--- config.mk ---
export PLATFORM = sky130hd
export DESIGN_NAME = arpc_ram
export DESIGN_NICKNAME = d
export VERILOG_FILES = /design/src/rtl/core/arpc_ram.sv
export SDC_FILE = /design/constraint.sdc
export NUM_CORES = 1
export LEC_CHECK = 0
export BUFFER_PORTS_ARGS = -buffer_cell sky130_fd_sc_hd__buf_4
export CORE_MARGIN = 5
export CORE_UTILIZATION = 65
export CTS_BUF_LIST = sky130_fd_sc_hd__clkbuf_8
export CTS_CLUSTER_SIZE = 16
export DETAILED_ROUTE_END_ITERATION = 16
export PLACE_DENSITY = 0.86
export SLEW_MARGIN = 25
export SYNTH_ARGS = -nofsm -noshare
export SYNTH_HDL_FRONTEND = slang
export SYNTH_SLANG_ARGS = --single-unit
--- constraint.sdc ---
create_clock -name aclk -period 3 [get_ports aclk]
set_clock_uncertainty 0.15 [all_clocks]
set_input_delay 0.3 -clock aclk [delete_from_list [all_inputs] [get_ports aclk]]
set_output_delay 0.3 -clock aclk [all_outputs]
set_load 0.05 [all_outputs]
--- src/rtl/core/arpc_ram.sv ---
// ----------------------------------------------------------------------------
// arpc_ram
// Simple dual-port RAM: one write port, one read port, registered read data.
// ----------------------------------------------------------------------------
module arpc_ram #(
    parameter int unsigned WIDTH = 8,
    parameter int unsigned DEPTH = 16
) (
    input  logic                     aclk,
    input  logic                     we,
    input  logic [$clog2(DEPTH)-1:0] waddr,
    input  logic [WIDTH-1:0]         wdata,
    input  logic [$clog2(DEPTH)-1:0] raddr,
    output logic [WIDTH-1:0]         rdata
);

    logic [WIDTH-1:0] mem [DEPTH];

    always_ff @(posedge aclk) begin
        if (we) begin
            mem[waddr] <= wdata;
        end
        rdata <= mem[raddr];
    end

endmodule

## Yosys cells after proc, flatten, opt, wreduce, memory -nomap -nowiden

Memories as Yosys holds them, arrays and structs flattened. A register that Yosys moved wholly into a read port is not among the register bits.
Cells that the tools add are included.

- Output and inout port bits: 8
- Logic and storage cells: 3
- Memory bits (writable): 128
- Register bits after elaboration: 0
- Input bits: 18
- Memories kept: 1

Memories:

| name | words | bits a word | rd ports | clocked after memory_dff | wr ports | RTL line | source |
|---|---|---|---|---|---|---|---|
| mem | 16 | 8 | 1 | 1 | 1 | 17 | `logic [WIDTH-1:0] mem [DEPTH];` |

- Mux-type cells: 2

Operators by type and width:

| cell | number |
|---|---|
| two-way mux 1 bit | 2 |

## Logic depth before layout (Yosys ltp)

Gate-level depths: netlist of run 1.

- Depth in word-level cells: 2
- Depth in mapped cells: 5
- Mapped depth without buffers: 3

## Worst setup path after synthesis of run 1

Ideal clock, no wire load.

- Path type: input to register
- Start point: input port waddr[2]
- End point: memory mem[0][0], enable pin
- Stages: 2
- Path slack: 1,057 ps
- Setup time: 383 ps
- Arrival: 1,410 ps
- Path buffers: 0
- Data required time: 2,467 ps
- Cell sequence: or3b_2 -> nor3_1

RTL lines:

| what | RTL line | source |
|---|---|---|
| start: declaration | 11 | `input logic [$clog2(DEPTH)-1:0] waddr,` |
| end: declaration | 17 |  |

Straight into the memory's write port.

==> results.yml, run 1 <==
worst_setup_path:
  crit_path_cell_trace: "buf_4, mux4_1, a22oi_1, nand2_1"
  endpoint_kind: "flip-flop"
  critical-path-top-delay-family: "multiplexers"
  critPathLaunchType: "input port"
  worst_path_max_delay_cell: "sky130_fd_sc_hd__mux4_1"
  critical-path-max-stage-delay_ps: 630
  critical_path_class: "in -> reg"
  critPathArrivalTime_ps: 1840
  cp.buffers_inverters: 1
  critical_path.max_fanout: 32
  critical_path_required_ps: 3160
cts:
  clk_pin_slew_worst_paths_ps: 70
  post_cts.repair.setup_buffers: 0
  cts-root-to-sink-buffers: 2
  post_cts_resize_count: 0
  tritoncts_clock_tree: "built"
  cts_hold_repair.buffers: 0
  ctsHtreeMaxLevel: 4
  clock_tree.root_cell: "sky130_fd_sc_hd__clkbuf_8"
  tritoncts.num_buffers: 17
  worst_skew_pair.late_latency_ps: 430
  cts_sinks: 136
grt:
  grt_use_total: 0.2118
  grt-ovfl-total: 0
  antenna_found_initial: 0
  grt.met3_usage: 0.05096
  grt_first_pass_wirelength_um: 14660
  grtUsageMet1: 0.2990
  largest_net_degree_at_the_start_of_global_routing: 33
  grt_pass1_vias: 2571
  grt.busiest_layer: "met2"
  met2_usage: 0.3223
routing:
  post_drt_via_cell_ratio: 6.432
  drt_iter0_drc: 335
  drt_drc_violations_left: 0
  routed_wirelength_um: 9250
  drt_pass1_iterations: 5
  vias: 2457
  antenna_left: 0
  post_drt_wl_per_cell_um: 24.21
cells_and_area:
  core_util_final: 0.7498
  post_route_cells_drive_above_1_share: 0.2821
  finalNetCount: 285
  diodes: 0
  synthToLayoutAreaGrowth_pct: 12.57
logic_synthesis:
  ys_seq_area_frac: 0.7778
  synth.avg_cell_area_um2: 22.48
  ys_seq_elements: 136
  synthesis.area_um2: 5147
  yosysWarningCount: 0
  count_of_unique_library_cells_instantiated_by_yosys: 19
  synth_nets: 247
  postSynthCellCount: 229
power:
  ir_worst_vdd_v: 0.0003741
  cellPowerDensity_nw_per_um2: 657.1
  total_leakage_power_nw: 1.918
timing:
  slew_violations: 0
  worst_hold_slack_ps: 26.99
  fin_crit_ps: 1681
  fmaxAchievable_ghz: 0.5947
  slew_of_the_pin_with_the_lowest_slew_margin_ps: 886.2
  final-hold-violation-count: 0
  timing.max_slew.rel_slack: 0.4070
  setup_total_negative_slack_ps: 0
  report.final.setup_viol: 0
  final_min_period_over_clock_period: 0.5605
  rsz0062_at_grt: "false"
floorplan:
  count_of_pins_on_the_block_boundary: 26
  rows: 32
  core_area_um2: 7727
  die_y_um: 98.99
  floorplan.die.width_um: 98.99
  fp.dieArea_um2: 9799
  start_util: 0.6661
min_path:
  hold_path_class: "in -> reg"
placement:
  detailedPlacementHpwl_um: 5769
  port_buffers: 25
  place_congestion: 0.8001
outcome:
  run_status: "complete, no violations"
job:
  timing.max_cap.violations: 0
-- final cells by class --
type                            instances  area (um^2)
Clock inverter                         15        153.9
Clock buffer                           17        234.0
Fill cell                             426         1933
Tap cell                              102        127.6
Multi-Input combinational cell         83         1057
Timing Repair Buffer                   29        217.7
Sequential cell                       136         4004
-- metal layers --
layer | wire, um | share of wire
met5 | 0 | 0
met4 | 163 | 0.018
met3 | 760 | 0.082
met2 | 4668 | 0.50
met1 | 3657 | 0.40
-- state kept, by name, summed over array words and instances, names as in the netlist --
register  flops
mem         128
rdata         8
-- power breakdown --
part           switching, mW  internal [mW]
clock network          0.696          0.737
registers             0.0125           2.12
logic                  0.150         0.0903
-- cells in the final DEF (no fill, tap or decap), drive strengths merged --
master	netlist	layout
edfxtp	128	128
mux4	32	32
buf	7	29
clkbuf	0	17
a22oi	16	16
nor2	13	13
nand2	9	9
dfxtp	8	8
clkinvlp	0	6
nor3	4	4
clkinv	0	4
inv	0	3
nand3b	2	2
nand2b	2	2
bufinv	0	2
nor2b	1	1
and2	1	1
and2b	1	1
nand3	1	1
or3b	1	1
-- path summary, 6_finish.rpt --
kind,start,end,slack [ps],cells after the start
setup / recovery,raddr[0],rdata[1]$_DFF_P_,1320,4
hold / removal,wdata[2],mem[9][2]$_DFFE_PP_,30,1
setup reg to reg,mem[1][1]$_DFFE_PP_,rdata[1]$_DFF_P_,1420,3
hold reg to reg,mem[12][7]$_DFFE_PP_,rdata[7]$_DFF_P_,520,3
-- through the flow --
step / instances / total power [mW] / cell area, um^2 / worst slack [ps]
floorplan: 229 / 2.325 / 5147 / 1057
global placement: 350 / 2.408 / 5406 / 916.0
global route: 382 / 3.948 / 5794 / 1219
detailed placement: 350 / 2.418 / 5406 / 866.5
CTS: 382 / 3.818 / 5794 / 1330
finish: 382 / 3.808 / 5794 / 1319
-- synth_stat cells, drive strengths merged --
library cell   number  area, um^2
nor2b               1       6.260
mux4               32       773.2
nand2b              2       12.51
nand3b              2       15.01
and2b               1       7.510
a22oi              16       120.1
nor2               13       48.80
dfxtp               8       160.2
nand2               9       33.78
and2                1       6.260
or3b                1       8.760
edfxtp            128        3844
nand3               1       5.000
buf                 7       56.30
nor3                4       20.02
clkdlybuf4s25       3       30.03
-- logic make-up after synthesis --
kind of cell           after synthesis  synth area share
AOI/OAI and AO/OA                   16           0.02334
DFF                                136            0.7778
muxes                               32            0.1502
buffers and inverters               10           0.01677
and+or+nand+nor                     35           0.03184
Note: power is estimated with default switching activity, not from simulation.
==> run 2, diff against run 1 <==
--- a/config.mk
+++ b/config.mk
@@ -5,13 +5,14 @@
 export SDC_FILE = /design/constraint.sdc
 export NUM_CORES = 1
 export LEC_CHECK = 0
+export ABC_AREA = 1
 export BUFFER_PORTS_ARGS = -buffer_cell sky130_fd_sc_hd__buf_4
 export CORE_MARGIN = 5
-export CORE_UTILIZATION = 65
+export CORE_UTILIZATION = 63
 export CTS_BUF_LIST = sky130_fd_sc_hd__clkbuf_8
 export CTS_CLUSTER_SIZE = 16
 export DETAILED_ROUTE_END_ITERATION = 16
-export PLACE_DENSITY = 0.86
+export PLACE_DENSITY = 0.83
 export SLEW_MARGIN = 25
 export SYNTH_ARGS = -nofsm -noshare
 export SYNTH_HDL_FRONTEND = slang
==> constraint.sdc (replaced) <==
create_clock -name aclk -period 1.7 [get_ports aclk]
set_clock_uncertainty 0.15 [all_clocks]
set_input_delay 0.17 -clock aclk [delete_from_list [all_inputs] [get_ports aclk]]
set_output_delay 0.17 -clock aclk [all_outputs]
set_load 0.05 [all_outputs]
==> run 2 against run 1 <==
Die area grew 14%; sequential power grew 77%; sequential share of layout area shrank 9.3 points; first-iteration DRC count grew 52%; count of clock-buffer cells in the layout grew 2; synthesized area grew 12%; hold slack gained 15 ps; sequential cell count is the same; largest power group unchanged.
==> results.yml, run 2 <==
logic_synthesis:
  ys_async_rst_share: 0
  synth.avg_cell_area_um2: 10.47
  synth_largest_type_area_fraction: 0.6665
  synthesis.area_um2: 5767
  synth_area_leaders: "sky130_fd_sc_hd__edfxtp_1 (67%), sky130_fd_sc_hd__nand2_1 (11%), sky130_fd_sc_hd__nand3_1 (8.4%), sky130_fd_sc_hd__inv_1 (6.5%), sky130_fd_sc_hd__dfxtp_1 (2.8%)"
  postSynthCellCount: 551
  number_of_flops_mapped_to_enable_cells_by_yosys: 128
  ys_seq_area_frac: 0.6943
  synth_common_cells: "sky130_fd_sc_hd__nand2_1 (173), sky130_fd_sc_hd__edfxtp_1 (128), sky130_fd_sc_hd__inv_1 (100)"
  postSynth.topFlopCell: "sky130_fd_sc_hd__edfxtp_1"
  synth_most_common_cell: "sky130_fd_sc_hd__nand2_1"
  ys_seq_elements: 136
  synth_nets: 569
  count_of_unique_library_cells_instantiated_by_yosys: 12
  yosysWarningCount: 0
  synth_top_cell_by_area: "sky130_fd_sc_hd__edfxtp_1"
floorplan:
  rows: 35
  fp.dieArea_um2: 11170
  core_area_um2: 9065
  start_util: 0.6362
  floorplan.die.width_um: 105.7
  count_of_pins_on_the_block_boundary: 26
  die_y_um: 105.7
placement:
  port_buffers: 25
  dp_cells: 684
  place_worst_setup_slack_ps: 179.2
  placement.cell_area_um2: 6135
  detailedPlacementHpwl_um: 7659
  place_congestion: 0.8487
cts:
  cts-root-to-sink-buffers: 2
  worst_skew_pair.late_latency_ps: 430
  cts_sinks: 136
  post_cts.repair.setup_buffers: 0
  post_cts_resize_count: 0
  clock_tree.root_cell: "sky130_fd_sc_hd__clkbuf_8"
  tritoncts.num_buffers: 17
  tritoncts_clock_tree: "built"
  ctsHtreeMaxLevel: 4
  clk_pin_slew_worst_paths_ps: 70
  cts_hold_repair.buffers: 9
cells_and_area:
  finalNetCount: 619
  largest_register_ffs: 128
  layout.cell_area.non_filler_um2: 6691
  post_route_cells_drive_above_1_share: 0.1270
  reg.largest.list: "mem: 128 flops, rdata: 8 flops"
  synthToLayoutAreaGrowth_pct: 16.03
  largest-register: "mem"
  fin_cells: 725
  layout_common_cells: "sky130_fd_sc_hd__nand2_1 (173), sky130_fd_sc_hd__edfxtp_1 (128), sky130_fd_sc_hd__inv_1 (102), sky130_fd_sc_hd__nand3_1 (97), sky130_fd_sc_hd__buf_4 (42)"
  layout.cells.most_common: "sky130_fd_sc_hd__nand2_1"
  diodes: 0
worst_setup_path:
  critPathLaunchType: "flip-flop"
  critical-path-max-stage-delay_ps: 350
  worst_path_max_delay_cell: "sky130_fd_sc_hd__dfxtp_1"
  crit_path_cell_trace: "buf_4"
  critPathArrivalTime_ps: 990
  endpoint_kind: "output port"
  critical_path.max_fanout: 1
  critical-path-top-delay-family: "flip-flops"
  critical_path_required_ps: 1380
  critical_path_class: "reg -> out"
  cp.buffers_inverters: 1
timing:
  final-hold-violation-count: 0
  report.final.setup_viol: 0
  worst_hold_slack_ps: 41.86
  slew_violations: 0
  fin_crit_ps: 1310
  fmaxAchievable_ghz: 0.7632
  timing.max_slew.rel_slack: 0.6370
  final.setup.worst_slack_ps: 389.8
  rsz0062_at_grt: "false"
  slew_of_the_pin_with_the_lowest_slew_margin_ps: 543.9
  setup_total_negative_slack_ps: 0
  final_min_period_over_clock_period: 0.7707
routing:
  antenna_left: 0
  vias: 4054
  post_drt_via_cell_ratio: 5.592
  routed_wirelength_um: 13260
  drt_pass1_iterations: 5
  post_drt_wl_per_cell_um: 18.30
  drt_iter0_drc: 508
  drt_drc_violations_left: 0
power:
  total_leakage_power_nw: 2.941
  cellPowerDensity_nw_per_um2: 1104
  ir_worst_vdd_v: 0.0007744
job:
  timing.max_cap.violations: 0
min_path:
  hold_path_class: "in -> reg"
grt:
  grt_use_total: 0.2557
  largest_net_degree_at_the_start_of_global_routing: 65
  antenna_found_initial: 0
  grt-ovfl-total: 0
  grt_pass1_vias: 3951
  grt_first_pass_wirelength_um: 21290
outcome:
  run_status: "complete, no violations"
run 2: layer usage:
layer  track usage  wire length (um)  share of wire  vias to the layer above
met1        0.3217              4755           0.36                     1893
met2        0.4385              6886           0.52                      255
met4       0.08881               352          0.027                        0
met5             0                 0              0                        -
met3       0.05756              1269          0.096                       35
li1              -                 -              -                     1871
run 2: kinds of logic after synthesis:
kind of cell / Yosys count / synth area share
buf+inv: 126 / 0.09525
simple gates: 289 / 0.2105
flops: 136 / 0.6943
run 2: final cells by class:
cell class,count,area (um^2)
inverter,102,382.9
sequential,136,4004
clock inverter,13,205.2
tap,111,138.9
fill,557,2374
multi-input combinational,289,1214
timing repair buffer,55,485.5
clock buffer,19,261.5
run 2: metrics by stage:
step | util | power, mW
floorplan | - | 4.178
global placement | 0.6767 | 4.371
detailed placement | 0.6767 | 4.394
CTS | 0.7382 | 7.405
global route | 0.7382 | 7.632
finish | 0.7382 | 7.386
run 2: where the power goes:
part	total [mW]	internal, mW	switching (mW)	leakage (nW)
registers	3.77	3.74	0.0225	1.22
clock network	3.03	1.82	1.21	0.238
logic	0.587	0.181	0.405	1.48
run 2: worst paths after layout:
path                   startpoint                to  slack [ps]  cells past startpoint
max              rdata[0]$_DFF_P_          rdata[0]         390                      1
min                      raddr[2]  rdata[6]$_DFF_P_          40                      4
max reg2reg  mem[10][1]$_DFFE_PP_  rdata[1]$_DFF_P_         440                      6
min reg2reg   mem[5][6]$_DFFE_PP_  rdata[6]$_DFF_P_         540                      6
